$ cat config.mk
export PLATFORM = sky130hd
export DESIGN_NAME = abb_div
export DESIGN_NICKNAME = d
export VERILOG_FILES = /design/src/rtl/abb_pkg.sv /design/src/rtl/abb_div.sv
export SDC_FILE = /design/constraint.sdc
export NUM_CORES = 2
export LEC_CHECK = 0
export BUFFER_PORTS_ARGS = -buffer_cell sky130_fd_sc_hd__buf_2
export CELL_PAD_IN_SITES_DETAIL_PLACEMENT = 2
export CELL_PAD_IN_SITES_GLOBAL_PLACEMENT = 2
export CORE_ASPECT_RATIO = 0.8
export CORE_MARGIN = 5
export CORE_UTILIZATION = 46
export DETAILED_ROUTE_END_ITERATION = 8
export PLACE_DENSITY = 0.9
export SLEW_MARGIN = 20
export SYNTH_ARGS = -nofsm -noshare
export SYNTH_HDL_FRONTEND = slang
export SYNTH_SLANG_ARGS = --single-unit
$ cat constraint.sdc
create_clock -name clk -period 3.8 [get_ports clk]
set_input_delay 0.38 -clock clk [delete_from_list [all_inputs] [get_ports clk]]
set_output_delay 0.38 -clock clk [all_outputs]
set_load 0.01 [all_outputs]
$ cat src/rtl/abb_pkg.sv
// Shared types, widths and register codes for the absorbing boundary blend block.
package abb_pkg;

    // Field widths
    localparam int IDX_W      = 10;
    localparam int SAMPLE_W   = 16;
    localparam int W_W        = 16;
    localparam int CFG_IDX_W  = 3;
    localparam int CFG_DATA_W = 10;

    // Weight fixed point: unsigned Q1.15
    localparam int               W_FRAC = 15;
    localparam logic [W_W-1:0]   W_ONE  = W_W'(1 << W_FRAC);

    // Ratio datapath widths
    localparam int PROD2_W = 2 * IDX_W;          // product of two ramp widths
    localparam int PROD3_W = 3 * IDX_W;          // product of three ramp widths
    localparam int DEN_W   = PROD3_W + 2;        // 3 * lx * ly * lz
    localparam int NUM_W   = DEN_W + 1;          // 2 * sum of cross terms
    localparam int QUO_W   = W_FRAC + 1;         // quotient bits, one below weight LSB

    // Configuration register codes
    localparam logic [CFG_IDX_W-1:0] REG_X_LOW  = 3'd0;
    localparam logic [CFG_IDX_W-1:0] REG_X_HIGH = 3'd1;
    localparam logic [CFG_IDX_W-1:0] REG_Y_LOW  = 3'd2;
    localparam logic [CFG_IDX_W-1:0] REG_Y_HIGH = 3'd3;
    localparam logic [CFG_IDX_W-1:0] REG_Z_LOW  = 3'd4;
    localparam logic [CFG_IDX_W-1:0] REG_Z_HIGH = 3'd5;

    // Reset values of the bounds
    localparam logic [IDX_W-1:0] LOW_RESET  = '0;
    localparam logic [IDX_W-1:0] HIGH_RESET = '1;

    typedef logic [IDX_W-1:0]           idx_t;
    typedef logic signed [SAMPLE_W-1:0] sample_t;

    typedef struct packed {
        idx_t lo;
        idx_t hi;
    } bounds_t;

    typedef struct packed {
        bounds_t x;
        bounds_t y;
        bounds_t z;
    } cfg_t;

    // Both complex samples of one grid point
    typedef struct packed {
        sample_t rt_re;
        sample_t rt_im;
        sample_t it_re;
        sample_t it_im;
    } samples_t;

    // Ratio handed from the front end to the divider
    typedef struct packed {
        logic             sat;
        logic [DEN_W-1:0] num;
        logic [DEN_W-1:0] den;
    } ratio_t;

    // Quotient handed from the divider to the mixer
    typedef struct packed {
        logic             sat;
        logic [QUO_W-1:0] quo;
    } quo_t;

endpackage

$ cat src/rtl/abb_div.sv
// Pipelined restoring divider: one quotient bit of num * 2^16 / den per stage.
module abb_div import abb_pkg::*; (
    input  logic     clk,
    input  logic     rst_n,
    input  logic     en,
    input  logic     in_valid,
    input  ratio_t   in_ratio,
    input  samples_t in_smp,
    output logic     out_valid,
    output quo_t     out_quo,
    output samples_t out_smp
);

    logic             valid_reg [QUO_W];
    logic [DEN_W-1:0] rem_reg   [QUO_W];
    logic [DEN_W-1:0] den_reg   [QUO_W];
    logic [QUO_W-1:0] quo_reg   [QUO_W];
    logic             sat_reg   [QUO_W];
    samples_t         smp_reg   [QUO_W];

    for (genvar g = 0; g < QUO_W; g++)
    begin : g_stage
        logic             valid_in;
        logic [DEN_W-1:0] rem_in;
        logic [DEN_W-1:0] den_in;
        logic [QUO_W-1:0] quo_in;
        logic             sat_in;
        samples_t         smp_in;
        logic [DEN_W:0]   shifted;
        logic [DEN_W:0]   diff;
        logic             take;

        if (g == 0)
        begin : g_first
            assign valid_in = in_valid;
            assign rem_in   = in_ratio.num;
            assign den_in   = in_ratio.den;
            assign quo_in   = '0;
            assign sat_in   = in_ratio.sat;
            assign smp_in   = in_smp;
        end
        else
        begin : g_next
            assign valid_in = valid_reg[g-1];
            assign rem_in   = rem_reg[g-1];
            assign den_in   = den_reg[g-1];
            assign quo_in   = quo_reg[g-1];
            assign sat_in   = sat_reg[g-1];
            assign smp_in   = smp_reg[g-1];
        end

        // Trial subtract of the doubled remainder
        assign shifted = {rem_in, 1'b0};
        assign diff    = shifted - {1'b0, den_in};
        assign take    = shifted >= {1'b0, den_in};

        always_ff @(posedge clk or negedge rst_n)
        begin
            if (!rst_n)
            begin
                valid_reg[g] <= 1'b0;
            end
            else if (en)
            begin
                valid_reg[g] <= valid_in;
            end
        end

        always_ff @(posedge clk)
        begin
            if (en)
            begin
                rem_reg[g] <= take ? diff[DEN_W-1:0] : shifted[DEN_W-1:0];
                den_reg[g] <= den_in;
                quo_reg[g] <= {quo_in[QUO_W-2:0], take};
                sat_reg[g] <= sat_in;
                smp_reg[g] <= smp_in;
            end
        end
    end

    assign out_valid   = valid_reg[QUO_W-1];
    assign out_quo.sat = sat_reg[QUO_W-1];
    assign out_quo.quo = quo_reg[QUO_W-1];
    assign out_smp     = smp_reg[QUO_W-1];

endmodule

==> key figures, run 1 <==
Die
  • Num ports: 215
  • Initial core utilization: 46.2%
  • Die height: 419 um
  • Die width: 522 um
  • Std-Cell Rows: 150

Outcome
  • Exit stage: 3_5_place_dp
  • Stop err: [ERROR DPL-0033] detailed placement checks failed during check placement.
  • Outcome: aborted with a tool error

Synthesis
  • Post-Syn Nets: 7,696
  • Flops & latches, synth: between 2,000 and 2,500
  • Post-Syn Area: 96,400 um2
  • Netlist cell types: 90
  • FFs w/ async S/R, synth: 0.743%
  • Synth top area share: 66.6%
  • Post-synth EDFFs: 2,136
  • Synth top cells by count: edfxtp_1, inv_1, ha_1, a21oi_1, nand2_1
  • Commonest register cell after synthesis: edfxtp_1
  • Top-count cell post-synth: edfxtp_1
  • Sequential fraction of the synthesis area: between 60% and 70%
  • Synth Instances: 7,037
  • Synth top area cells: edfxtp_1, ha_1, a21oi_1
  • Leading area contributor after synthesis: edfxtp_1
  • Synthesized area per cell: 13.7 um2
  • Synthesis Warnings: 0

Placed design
  • Routability Congestion: 0.883
  • Port buffer count: ~210
  • Dpl hpwl: 252,000 um
[stage by stage]
stage                   TNS, ps  instances  area (um2)  hold WS, ps
after global placement   -0.450      10100      103000          298
after floorplan               0       7037       96400         84.4
[kinds of logic after synthesis]
kind of cell / synth area share [%]
simple gates: 6.44
mux: 2.05
compound gates: 10.8
xor+xnor: 3.64
buf+inv: 3.13
fa+ha+maj: 6.95
flops: 67.0
==> run 2, diff against run 1 <==
Settings changed: CELL_PAD_IN_SITES_DETAIL_PLACEMENT 2 to not set, CELL_PAD_IN_SITES_GLOBAL_PLACEMENT 2 to not set, CORE_ASPECT_RATIO 0.8 to not set, CORE_UTILIZATION 46 to 40, PLACE_DENSITY 0.9 to not set, PLACE_DENSITY_LB_ADDON set to 0.15.
==> run 2 against run 1 <==
Effect of this change: the run now ends clean; synthesized cell count unchanged; area after synthesis unchanged.
==> key figures, run 2 <==
Worst setup path
  • Crit Path Class: reg2reg
  • Data required time of the worst path: 4400 ps
  • WP data arrival: 4340 ps
  • Crit path launch type: flop
  • CP Capture Type: flop
  • Worst-path fanout max: 4

Placed design
  • Dpl ws: -426 ps
  • Routability Congestion: 0.942
  • Port buffer count: 214
  • Placed cell area: between 100,000 and 150,000 um2
  • Dpl hpwl: around 140,000 um

Power
  • Peak supply drop: 489 uV
  • Pwr Density: 770 nW/um2
  • P_sw: 28,400 uW
  • Comb pwr share: 34.9%
  • Reg power frac: 39.1%
  • Switching share of power: 32.5%
  • Clock power share: approximately a quarter
  • Leak pwr: 0.0443 uW
  • Cell Int Power: between 50,000 and 60,000 uW

Synthesis
  • Synth top cells by count: edfxtp_1, inv_1, ha_1, a21oi_1, nand2_1
  • Post-Syn Nets: a little under 8,000
  • Post-synth EDFFs: 2,136
  • Synth Instances: 7,037
  • Synthesized area per cell: between 10 and 15 um2
  • Synthesis Warnings: 0
  • Flops & latches, synth: 2,152
  • Synth top area share: 66.6%
  • FFs w/ async S/R, synth: 0.743%
  • Post-Syn Area: 96,400 um2
  • Synth top area cells: edfxtp_1, ha_1, a21oi_1
  • Netlist cell types: 90
  • Sequential fraction of the synthesis area: 67.0%
  • Commonest register cell after synthesis: edfxtp_1
  • Top-count cell post-synth: edfxtp_1
  • Leading area contributor after synthesis: edfxtp_1

GRT
  • First-pass GRT wire length: slightly above 300,000 um
  • GRT Total Usage: 15.5%
  • Vias in the first global route: 56,400
  • Grt ovf: 0
  • Initial antenna violation count: 2
  • Largest net degree at the start of global routing: 120

Die
  • Die width: 501 um
  • Die area: between 200,000 and 300,000 um2
  • Initial core utilization: 40.1%
  • Std-Cell Rows: 180
  • Core ar.: 240,000 um2
  • Num ports: about 220
  • Die height: 501 um

Clocking
  • Root Driver: clkbuf_16
  • Clock Latency Late Sink: roughly 880 ps
  • CTS tree: done
  • CTS clock-pin slew for the worst setup and hold paths: 60 ps
  • Longest Clk Path Bufs: 3
  • Num CTS Buffers: 230
  • H-Tree Depth: 4
  • Clock Sinks: 2,152

Final layout
  • Largest register FFs: approximately 1,000
  • Multi-input gate area: 29,100 um2
  • Layout cells sized above 1: 13.9%
  • Commonest non-fill, non-tap cell in the layout: edfxtp_1
  • Register Area: 64,500 um2
  • Commonest non-fill, non-tap cells in the layout: edfxtp_1, inv_1, ha_1
  • Nets: ~8,400
  • Area delta synth->final: 17.6%
  • Final Cell Area: 113,000 um2
  • Fill count: 21,100

STA
  • Slew HR: 39.4%
  • Measured slew at the worst slew-check pin: ~910 ps
  • Max frequency: 267 MHz
  • Final Worst Setup Slack: about 57 ps
  • Slew Viols, Final: 0
  • Final Hold Fails: 0
  • Clk_skew: between 100 and 150 ps
  • Fin crit period: about 3700 ps
  • Final setup viols: 0
  • Period utilisation layout: between 90 and 100%

Drt
  • Total routed wirelength: 198,000 um
  • Vias/cell: about 5
  • Initial DRC count: 2,949
  • DR pass1 iterations: 6
  • Post-DRT Antenna Nets: 0
  • Post-route DRC: 0
  • Via count: 55,600
  • Drt wl/cell: 17.8 um

Run
  • Max_cap viols: 0

Outcome
  • Outcome: complete, no violations

Hold path
  • Hold Crit Class: in2reg
-- run 2: cell counts after synthesis --
Identical to the previous run, type by type.
-- run 2: logic make-up after synthesis --
logic type               synth area share (%)
multiplexers                             2.05
adder cells (fa/ha/maj)                  6.95
AND/OR/NAND/NOR                          6.44
buffers and inverters                    3.13
AO/OA/AOI/OAI                            10.8
XOR/XNOR                                 3.64
flip-flops                               67.0
-- run 2: final timing paths --
kind	to	cells after the start	slack, ps	start
min in group asynchronous	g_stage[15].valid_in	3	640	rst_n
min reg2reg	quo_reg[5][17]	0	370	quo_reg[5][0]
max in group asynchronous	g_stage[1].valid_in	3	2720	rst_n
min	smp_reg[0][17]	2	210	in_smp[17]
max	rem_reg[0][244]	13	60	den_reg[6][1]
max reg2reg	rem_reg[0][244]	13	60	den_reg[6][1]
-- run 2: routing by layer --
metal  up-vias  global-route usage [%]  wire length [um]
met4         0                    8.17             11200
met2      1029                    27.1             98300
met1     26500                    18.6             82100
li1      27700                       -                 -
met5         -                       0                 0
met3       429                    2.36              6630
-- run 2: stage by stage --
stage | power (uW) | cells | util [%] | TNS, ps | hold WS (ps)
5_1_grt | 93000 | 11200 | 47.2 | -200 | 133
6_report | 87200 | 11200 | 47.2 | 0 | 214
2_1_floorplan | 54600 | 7037 | - | 0 | 84.4
4_1_cts | 88000 | 11100 | 47.0 | 0 | 104
3_3_place_gp | 64200 | 10600 | 43.2 | -12230 | 303
3_5_place_dp | 64400 | 10600 | 43.2 | -16550 | 309
-- run 2: worst max-delay path, cell delays in order (launching register included) --
cell and delay (ps):
edfxtp_1 400, inv_1 110, ha_4 200, nor2b_4 130
o31ai_4 270, nand2_2 100, a221o_2 450, a2111o_1 490
a31oi_4 310, o311ai_4 130, a211oi_4 310, buf_12 160
buf_4 110, mux2_2 320
-- run 2: layout make-up --
cell class / count / area share (%)
Antenna cell: 4 / 0.00884
Clock buffer: 272 / 5.24
Clock inverter: 154 / 1.66
Inverter: 639 / 2.12
Multi-Input combinational cell: 4096 / 25.7
Sequential cell: 2152 / 57.0
Tap cell: 3185 / 3.52
Timing Repair Buffer: 659 / 4.77
-- run 2: repair_timing --
| action | 4_1_cts | 5_1_grt |
|---|---|---|
| setup endpoints to repair | 128 | 136 |
| hold buffers | 133 | 0 |
| buffers inserted | 4 | 18 |
| pin swaps | 4 | 18 |
| resized for setup | 11 | 35 |
| hold endpoints to repair | 184 | 0 |
| gates cloned | 1 | 3 |
-- run 2: power groups by stage --
| stage | clock, uW | sequential, uW | combinational, uW |
|---|---|---|---|
| 6_report | 22700 | 34100 | 30500 |
| 5_1_grt | 24500 | 34500 | 33900 |
| 4_1_cts | 23600 | 34200 | 30200 |
| 3_5_place_dp | 0 | 34700 | 29800 |
| 3_3_place_gp | 0 | 34700 | 29500 |
| 2_1_floorplan | 0 | 33400 | 21200 |
(Power assumes the default switching activity.)
