==> src/rtl/abb_pkg.sv <==
// Shared types, widths and register codes for the absorbing boundary blend block.
package abb_pkg;

    // Field widths
    localparam int IDX_W      = 10;
    localparam int SAMPLE_W   = 16;
    localparam int W_W        = 16;
    localparam int CFG_IDX_W  = 3;
    localparam int CFG_DATA_W = 10;

    // Weight fixed point: unsigned Q1.15
    localparam int               W_FRAC = 15;
    localparam logic [W_W-1:0]   W_ONE  = W_W'(1 << W_FRAC);

    // Ratio datapath widths
    localparam int PROD2_W = 2 * IDX_W;          // product of two ramp widths
    localparam int PROD3_W = 3 * IDX_W;          // product of three ramp widths
    localparam int DEN_W   = PROD3_W + 2;        // 3 * lx * ly * lz
    localparam int NUM_W   = DEN_W + 1;          // 2 * sum of cross terms
    localparam int QUO_W   = W_FRAC + 1;         // quotient bits, one below weight LSB

    // Configuration register codes
    localparam logic [CFG_IDX_W-1:0] REG_X_LOW  = 3'd0;
    localparam logic [CFG_IDX_W-1:0] REG_X_HIGH = 3'd1;
    localparam logic [CFG_IDX_W-1:0] REG_Y_LOW  = 3'd2;
    localparam logic [CFG_IDX_W-1:0] REG_Y_HIGH = 3'd3;
    localparam logic [CFG_IDX_W-1:0] REG_Z_LOW  = 3'd4;
    localparam logic [CFG_IDX_W-1:0] REG_Z_HIGH = 3'd5;

    // Reset values of the bounds
    localparam logic [IDX_W-1:0] LOW_RESET  = '0;
    localparam logic [IDX_W-1:0] HIGH_RESET = '1;

    typedef logic [IDX_W-1:0]           idx_t;
    typedef logic signed [SAMPLE_W-1:0] sample_t;

    typedef struct packed {
        idx_t lo;
        idx_t hi;
    } bounds_t;

    typedef struct packed {
        bounds_t x;
        bounds_t y;
        bounds_t z;
    } cfg_t;

    // Both complex samples of one grid point
    typedef struct packed {
        sample_t rt_re;
        sample_t rt_im;
        sample_t it_re;
        sample_t it_im;
    } samples_t;

    // Ratio handed from the front end to the divider
    typedef struct packed {
        logic             sat;
        logic [DEN_W-1:0] num;
        logic [DEN_W-1:0] den;
    } ratio_t;

    // Quotient handed from the divider to the mixer
    typedef struct packed {
        logic             sat;
        logic [QUO_W-1:0] quo;
    } quo_t;

endpackage

==> src/rtl/abb_front.sv <==
// Front end: per-axis ramp distances, cross products and the weight ratio (five stages).
module abb_front import abb_pkg::*; (
    input  logic     clk,
    input  logic     rst_n,
    input  logic     en,
    input  cfg_t     cfg,
    input  logic     in_valid,
    input  idx_t     x_index,
    input  idx_t     y_index,
    input  idx_t     z_index,
    input  samples_t in_smp,
    output logic     out_valid,
    output ratio_t   out_ratio,
    output samples_t out_smp
);

    typedef struct packed {
        logic active;
        idx_t depth;
        idx_t div;
    } axis_t;

    // Distance into the ramp; the high side also divides by the low bound
    function automatic axis_t axis_term(idx_t idx, bounds_t b);
        axis_t a;
        if (idx < b.lo)
        begin
            a.active = 1'b1;
            a.depth  = b.lo - idx;
            a.div    = b.lo;
        end
        else if (idx > b.hi)
        begin
            a.active = 1'b1;
            a.depth  = idx - b.hi;
            a.div    = b.lo;
        end
        else
        begin
            a.active = 1'b0;
            a.depth  = '0;
            a.div    = IDX_W'(1);
        end
        return a;
    endfunction

    axis_t ax, ay, az;
    assign ax = axis_term(x_index, cfg.x);
    assign ay = axis_term(y_index, cfg.y);
    assign az = axis_term(z_index, cfg.z);

    logic s1_valid_reg, s2_valid_reg, s3_valid_reg, s4_valid_reg, s5_valid_reg;

    // Stage 1: axis terms, zero divisor flag
    idx_t     s1_dx_reg, s1_dy_reg, s1_dz_reg;
    idx_t     s1_lx_reg, s1_ly_reg, s1_lz_reg;
    logic     s1_sat_reg;
    samples_t s1_smp_reg;

    // Stage 2: pairwise ramp products
    idx_t               s2_dx_reg, s2_dy_reg, s2_dz_reg, s2_lz_reg;
    logic [PROD2_W-1:0] s2_pxy_reg, s2_pxz_reg, s2_pyz_reg;
    logic               s2_sat_reg;
    samples_t           s2_smp_reg;

    // Stage 3: cross terms and triple product
    logic [PROD3_W-1:0] s3_tx_reg, s3_ty_reg, s3_tz_reg, s3_den_reg;
    logic               s3_sat_reg;
    samples_t           s3_smp_reg;

    // Stage 4: numerator and denominator
    logic [NUM_W-1:0] s4_num_reg;
    logic [DEN_W-1:0] s4_den_reg;
    logic             s4_sat_reg;
    samples_t         s4_smp_reg;

    // Stage 5: saturation compare
    ratio_t   s5_ratio_reg;
    samples_t s5_smp_reg;

    logic [DEN_W-1:0] tsum_next;
    logic [DEN_W-1:0] den_next;
    logic             over_next;

    assign tsum_next = DEN_W'(s3_tx_reg) + DEN_W'(s3_ty_reg) + DEN_W'(s3_tz_reg);
    assign den_next  = DEN_W'({s3_den_reg, 1'b0}) + DEN_W'(s3_den_reg);
    assign over_next = s4_num_reg >= {1'b0, s4_den_reg};

    // Valid bits
    always_ff @(posedge clk or negedge rst_n)
    begin
        if (!rst_n)
        begin
            s1_valid_reg <= 1'b0;
            s2_valid_reg <= 1'b0;
            s3_valid_reg <= 1'b0;
            s4_valid_reg <= 1'b0;
            s5_valid_reg <= 1'b0;
        end
        else if (en)
        begin
            s1_valid_reg <= in_valid;
            s2_valid_reg <= s1_valid_reg;
            s3_valid_reg <= s2_valid_reg;
            s4_valid_reg <= s3_valid_reg;
            s5_valid_reg <= s4_valid_reg;
        end
    end

    // Datapath
    always_ff @(posedge clk)
    begin
        if (en)
        begin
            s1_dx_reg  <= ax.depth;
            s1_dy_reg  <= ay.depth;
            s1_dz_reg  <= az.depth;
            s1_lx_reg  <= ax.div;
            s1_ly_reg  <= ay.div;
            s1_lz_reg  <= az.div;
            s1_sat_reg <= (ax.active && ax.div == '0) || (ay.active && ay.div == '0) ||
                          (az.active && az.div == '0);
            s1_smp_reg <= in_smp;

            s2_dx_reg  <= s1_dx_reg;
            s2_dy_reg  <= s1_dy_reg;
            s2_dz_reg  <= s1_dz_reg;
            s2_lz_reg  <= s1_lz_reg;
            s2_pxy_reg <= PROD2_W'(s1_lx_reg) * PROD2_W'(s1_ly_reg);
            s2_pxz_reg <= PROD2_W'(s1_lx_reg) * PROD2_W'(s1_lz_reg);
            s2_pyz_reg <= PROD2_W'(s1_ly_reg) * PROD2_W'(s1_lz_reg);
            s2_sat_reg <= s1_sat_reg;
            s2_smp_reg <= s1_smp_reg;

            s3_tx_reg  <= PROD3_W'(s2_dx_reg) * PROD3_W'(s2_pyz_reg);
            s3_ty_reg  <= PROD3_W'(s2_dy_reg) * PROD3_W'(s2_pxz_reg);
            s3_tz_reg  <= PROD3_W'(s2_dz_reg) * PROD3_W'(s2_pxy_reg);
            s3_den_reg <= PROD3_W'(s2_lz_reg) * PROD3_W'(s2_pxy_reg);
            s3_sat_reg <= s2_sat_reg;
            s3_smp_reg <= s2_smp_reg;

            s4_num_reg <= {tsum_next, 1'b0};
            s4_den_reg <= den_next;
            s4_sat_reg <= s3_sat_reg;
            s4_smp_reg <= s3_smp_reg;

            // Ratio of one or more saturates; the divider then sees zero
            s5_ratio_reg.sat <= s4_sat_reg || over_next;
            s5_ratio_reg.num <= (s4_sat_reg || over_next) ? '0 : s4_num_reg[DEN_W-1:0];
            s5_ratio_reg.den <= s4_den_reg;
            s5_smp_reg       <= s4_smp_reg;
        end
    end

    assign out_valid = s5_valid_reg;
    assign out_ratio = s5_ratio_reg;
    assign out_smp   = s5_smp_reg;

endmodule

==> config.mk <==
export PLATFORM = sky130hd
export DESIGN_NAME = abb_front
export DESIGN_NICKNAME = d
export VERILOG_FILES = /design/src/rtl/abb_pkg.sv /design/src/rtl/abb_front.sv
export SDC_FILE = /design/constraint.sdc
export NUM_CORES = 2
export LEC_CHECK = 0
export ABC_AREA = 1
export BUFFER_PORTS_ARGS = -buffer_cell sky130_fd_sc_hd__clkbuf_2
export CORE_MARGIN = 2
export CORE_UTILIZATION = 55
export DETAILED_ROUTE_END_ITERATION = 12
export GPL_ROUTABILITY_DRIVEN = 0
export PLACE_DENSITY = 0.81
export SETUP_SLACK_MARGIN = 0.05
export SYNTH_ARGS = -nofsm -noshare
export SYNTH_HDL_FRONTEND = slang
export SYNTH_SLANG_ARGS = --single-unit
==> constraint.sdc <==
create_clock -name clk -period 4.7 [get_ports clk]
set_input_delay 0.47 -clock clk [delete_from_list [all_inputs] [get_ports clk]]
set_output_delay 0.47 -clock clk [all_outputs]
set_load 0.05 [all_outputs]
==> results.json, run 1 <==
{
  "outcome": "aborted with a tool error",
  "stop_stage": "global routing (5_1_grt)",
  "flow.first_error": "[ERROR GRT-0232] Routing congestion too high. Check the congestion heatmap in the GUI.",
  "cts_num_sinks": 737,
  "top_level_port_count": 288,
  "netlist_area_sq_mm": 0.0680,
  "dp.final_hpwl_microns": 143000,
  "postSynthCellCount": 7430,
  "initial_utilization_pct": 55.6,
  "worst_path_end_type": "sequential cell input",
  "placed_area_sq_mm": 0.0756,
  "place_worst_setup_slack_ns": -0.452,
  "post_synth.cell_area_avg_sq_um": 9.15,
  "ctsLongestPathBuffers": 3,
  "cts_root_buf": "sky130_fd_sc_hd__clkbuf_16",
  "ys_seq_area_share_pct": 32.5,
  "floorplan.rows": 128,
  "synthesis.yosys.warnings": 0,
  "aggregate_global_route_resource_usage_pct": 55.3,
  "synth_enable_flop_cells": 732,
  "tritoncts.num_buffers": 79,
  "synth-seq-cells": 737,
  "grt-ovfl-total": 113,
  "synth.net_count": 8956,
  "ys_dominant_reg_cell": "sky130_fd_sc_hd__edfxtp_1",
  "numPortBuffers": 286,
  "die_w_microns": 356,
  "largest_net_degree_at_the_start_of_global_routing": 120,
  "synth_cell_types": 48,
  "ys_async_sr_fraction_pct": 0.678,
  "cts.htree.levels": 3,
  "fp.dieH_microns": 356,
  "timing.grt.repair.worst_endpoint": "s3_ty_reg[29]$_DFFE_PP_/D"
}
synth_stat cells (2+ instances only):
cell                       number  area, sq um
sky130_fd_sc_hd__nand4_1       60          375
sky130_fd_sc_hd__or2_2          2         12.5
sky130_fd_sc_hd__inv_2          3         11.3
sky130_fd_sc_hd__a21oi_1      293         1470
sky130_fd_sc_hd__nand2_2        2         12.5
sky130_fd_sc_hd__nand3b_1       6         45.0
sky130_fd_sc_hd__xor2_1       158         1380
sky130_fd_sc_hd__ha_1         576         7210
sky130_fd_sc_hd__dfrtp_1        5          125
sky130_fd_sc_hd__o21ai_2        9         78.8
sky130_fd_sc_hd__a211oi_1       6         45.0
sky130_fd_sc_hd__o21bai_1      40          300
sky130_fd_sc_hd__fa_1         792        15900
sky130_fd_sc_hd__o21ai_0      145          726
sky130_fd_sc_hd__o22ai_1       19          119
sky130_fd_sc_hd__nor2_1       359         1350
sky130_fd_sc_hd__inv_1       1773         6660
sky130_fd_sc_hd__edfxtp_1     732        22000
sky130_fd_sc_hd__o211ai_1      11         82.6
sky130_fd_sc_hd__a31oi_1       18          113
sky130_fd_sc_hd__clkbuf_1     221          830
sky130_fd_sc_hd__nor4_1         7         43.8
sky130_fd_sc_hd__nand2_1     1814         6810
sky130_fd_sc_hd__a21o_1        30          225
sky130_fd_sc_hd__nand3_1      182          911
sky130_fd_sc_hd__xnor2_1       62          543
sky130_fd_sc_hd__nand2_4        2         22.5
sky130_fd_sc_hd__a21boi_0      14          105
sky130_fd_sc_hd__o21ai_1        6         30.0
sky130_fd_sc_hd__nor3_1        46          230
sky130_fd_sc_hd__buf_2          5         25.0
sky130_fd_sc_hd__o21a_1         7         52.6
sky130_fd_sc_hd__and2_1         5         31.3
sky130_fd_sc_hd__o31ai_1        6         45.0
cell families after synthesis:
kind of cell	Yosys count	share of synthesized area, %
xor+xnor	220	2.84
compound gates	606	5.01
flops	737	32.5
buf+inv	2005	11.1
fa+ha+maj	1368	33.9
other cells	1	0.00552
mux	1	0.0166
simple gates	2492	14.6
what timing repair did:
| item | 4_1_cts |
|---|---|
| buffers inserted | 129 |
| hold buffers | 64 |
| setup endpoints to repair | 114 |
| gates resized for setup | 780 |
| cloned | 2 |
| endpoints found under the hold margin | 68 |
| pin swaps | 290 |
through the flow:
step                setup TNS, ns  std cells
floorplan                       0       7430
global placement           -16.15       9711
detailed placement         -23.11       9711
CTS                         -6.96      10000
layer usage:
layer,GRT usage (%),overflow
met5,22.3,0
met4,52.8,44
met3,43.3,1
met2,70.9,68
met1,53.6,0
==> run 2, diff against run 1 <==
--- a/config.mk
+++ b/config.mk
@@ -8,11 +8,10 @@
 export ABC_AREA = 1
 export BUFFER_PORTS_ARGS = -buffer_cell sky130_fd_sc_hd__clkbuf_2
 export CORE_MARGIN = 2
-export CORE_UTILIZATION = 55
+export CORE_UTILIZATION = 40
 export DETAILED_ROUTE_END_ITERATION = 12
 export GPL_ROUTABILITY_DRIVEN = 0
-export PLACE_DENSITY = 0.81
-export SETUP_SLACK_MARGIN = 0.05
+export PLACE_DENSITY_LB_ADDON = 0.15
 export SYNTH_ARGS = -nofsm -noshare
 export SYNTH_HDL_FRONTEND = slang
 export SYNTH_SLANG_ARGS = --single-unit
==> constraint.sdc (replaced) <==
create_clock -name clk -period 6.1 [get_ports clk]
set_input_delay 0.61 -clock clk [delete_from_list [all_inputs] [get_ports clk]]
set_output_delay 0.61 -clock clk [all_outputs]
set_load 0.05 [all_outputs]
==> run 2 against run 1 <==
  * Area after synthesis stayed put
  * The flow now finishes without violations
  * Synthesized cell count stayed put
==> results.json, run 2 <==
{
  "synth.net_count": 8956,
  "drt_first_iter_violations": 3091,
  "slack_of_the_worst_reg_to_reg_path_ns": 0.35,
  "nFillCells": 16500,
  "global_route_wire_length_before_repair_microns": 278000,
  "grt_setup_unrepaired": "false",
  "outcome": "complete, no violations",
  "post-route-min-period_ns": 5.75,
  "setup-violations-final": 0,
  "grt-ovfl-total": 0,
  "postRouteWirelength_microns": 177000,
  "post-synth-top-count-cell": "sky130_fd_sc_hd__nand2_1",
  "timing_worst_setup_path_type": "flop to flop",
  "clk_pin_slew_worst_paths_ns": 0.06,
  "clock_latency_ns": 0.74,
  "grt_pass1_vias": 49900,
  "slew_headroom_pct": 23.2,
  "maxClockFrequency_mhz": 174,
  "post_synth.cell_area_avg_sq_um": 9.15,
  "tritoncts": "yes",
  "post_cts_resize_count": 0,
  "area.growth.synth_to_final_pct": 10.8,
  "floorplan.rows": 151,
  "ys_seq_area_share_pct": 32.5,
  "netlist_area_sq_mm": 0.0680,
  "tightest_slew_ns": 1.15,
  "setup.worst_path.end_class": "flop",
  "slew_viol_final": 0,
  "numPortBuffers": 286,
  "startpoint": "s2_dy_reg[5]",
  "cp.arrival_ns": 6.24,
  "avgViaCountPerCell": 4.89,
  "coreArea_sq_mm": 0.169,
  "synthesis.yosys.warnings": 0,
  "most-common-layout-cells": "sky130_fd_sc_hd__nand2_1, sky130_fd_sc_hd__inv_1, sky130_fd_sc_hd__fa_1",
  "ys_async_sr_fraction_pct": 0.678,
  "number_of_buffers_inserted_by_hold_repair_at_cts": 20,
  "initial_utilization_pct": 40.2,
  "die_area_sq_mm": 0.173,
  "most_frequent_standard_cell_in_the_layout_excluding_fill_and_tap_cells": "sky130_fd_sc_hd__nand2_1",
  "worstHoldPathType": "input pin to flop",
  "worstReg2RegEnd": "s3_ty_reg[28]",
  "r2r_cells": 17,
  "aggregate_global_route_resource_usage_pct": 20.5,
  "fin_worst_skew_ns": 0.0475,
  "wl_per_instance_microns": 17.7,
  "antenna_left": 0,
  "cts_num_sinks": 737,
  "worstPathRequired_ns": 6.59,
  "tritoncts.num_buffers": 86,
  "remaining_drc_errors": 0,
  "antenna_found_initial": 2,
  "top_level_port_count": 288,
  "dr.pass1.iters": 7,
  "cp_max_fo": 20,
  "yosysTopAreaCellShare_pct": 32.3,
  "cap_violations": 0,
  "synth_top_cells_by_area": "sky130_fd_sc_hd__edfxtp_1, sky130_fd_sc_hd__fa_1, sky130_fd_sc_hd__ha_1, sky130_fd_sc_hd__nand2_1, sky130_fd_sc_hd__inv_1",
  "startpoint_type": "flop",
  "fp.dieH_microns": 416,
  "synth_largest_area_cell": "sky130_fd_sc_hd__edfxtp_1",
  "largest_net_degree_at_the_start_of_global_routing": 136,
  "dp.final_hpwl_microns": 141000,
  "number_of_endpoints_with_negative_hold_slack_in_the_final_report": 0,
  "ys_dominant_reg_cell": "sky130_fd_sc_hd__edfxtp_1",
  "finalCritPeriodShare_pct": 94.3,
  "design.final.nets": 9222,
  "finalSetupTns_ns": 0,
  "postSynthCellCount": 7430,
  "ctsLongestPathBuffers": 3,
  "post_cts_buffers": 0,
  "cts.htree.levels": 3,
  "final_layout_size_suffix_gt1_share_pct": 7.07,
  "synth_common_cells": "sky130_fd_sc_hd__nand2_1, sky130_fd_sc_hd__inv_1, sky130_fd_sc_hd__fa_1",
  "synth-seq-cells": 737,
  "synth_cell_types": 48,
  "timing.rr.start": "s2_dy_reg[5]",
  "timing.critical_path.to": "s3_ty_reg[28]",
  "synth_enable_flop_cells": 732,
  "die_w_microns": 416,
  "routed-via-count": 48800,
  "cts_root_buf": "sky130_fd_sc_hd__clkbuf_16"
}
==> run 2: per-layer routing <==
| layer | wire [microns] | vias to the layer above | track usage [%] |
|---|---|---|---|
| li1 | - | 23400 | - |
| met1 | 79200 | 24000 | 28.0 |
| met2 | 83700 | 1213 | 34.0 |
| met3 | 8160 | 258 | 2.23 |
| met4 | 5650 | 0 | 6.76 |
| met5 | 0 | - | 0 |
==> run 2: cell type report <==
class / count / area [sq um] / area share, %
repair buffers: 406 / 2430 / 3.23
flip-flops and latches: 737 / 22100 / 29.3
inverters: 1777 / 6670 / 8.86
clock inverters: 61 / 840 / 1.11
diodes: 1 / 2.50 / 0.00332
multi-input cells: 4688 / 38300 / 50.9
clock buffers: 95 / 2190 / 2.90
well taps: 2218 / 2780 / 3.68
==> run 2: cells by family (layout without fill, tap and decap cells) <==
logic type	Yosys count	in the layout	synth area share (%)
compound gates	606	606	5.01
mux	1	1	0.0166
flops	737	737	32.5
fa+ha+maj	1368	1368	33.9
simple gates	2492	2492	14.6
buf+inv	2005	2339	11.1
xor+xnor	220	220	2.84
other cells	1	2	0.00552
==> run 2: critical path: stages, from the launching register on <==
cell,delay (ns)
sky130_fd_sc_hd__edfxtp_1,1.08
sky130_fd_sc_hd__nand2_1,0.18
sky130_fd_sc_hd__fa_1,0.53
sky130_fd_sc_hd__fa_1,0.54
sky130_fd_sc_hd__inv_1,0.05
sky130_fd_sc_hd__fa_1,0.46
sky130_fd_sc_hd__fa_1,0.50
sky130_fd_sc_hd__inv_1,0.05
sky130_fd_sc_hd__fa_1,0.49
sky130_fd_sc_hd__inv_1,0.05
sky130_fd_sc_hd__ha_1,0.37
sky130_fd_sc_hd__a21oi_1,0.32
sky130_fd_sc_hd__nor2_1,0.07
sky130_fd_sc_hd__nor2_1,0.16
sky130_fd_sc_hd__nand3_1,0.17
sky130_fd_sc_hd__nand2_1,0.09
sky130_fd_sc_hd__nand2_1,0.06
sky130_fd_sc_hd__xor2_1,0.30
==> run 2: worst min-delay path by stage <==
stage	startpoint	slack (ns)	depth (start not counted)	to
final	in_smp[40]	0.06	1	s1_smp_reg[40]
after global routing	in_smp[52]	0.03	1	s1_smp_reg[52]
after CTS	in_smp[62]	0.00003	1	s1_smp_reg[62]
after detailed placement	s4_smp_reg[18]	0.40	0	out_smp[18]
after global placement	s3_smp_reg[22]	0.40	0	s4_smp_reg[22]
after floorplan	rst_n	0.31	0	out_valid
==> run 2: through the flow <==
step	utilization (%)	setup WS [ns]	instances	cell area (sq um)	hold slack (ns)
after CTS	44.5	0.370	9982	75300	0.0000314
after detailed placement	42.6	0.429	9806	72100	0.405
after global routing	44.5	0.113	9982	75300	0.0293
final	44.5	0.349	9983	75300	0.0628
after global placement	42.6	0.378	9806	72100	0.400
after floorplan	-	1.23	7430	68000	0.314
Power of run 2 is left out: the tool's default activity adds up to more than one toggle a clock period on the data nets, which glitch-free logic cannot reach.
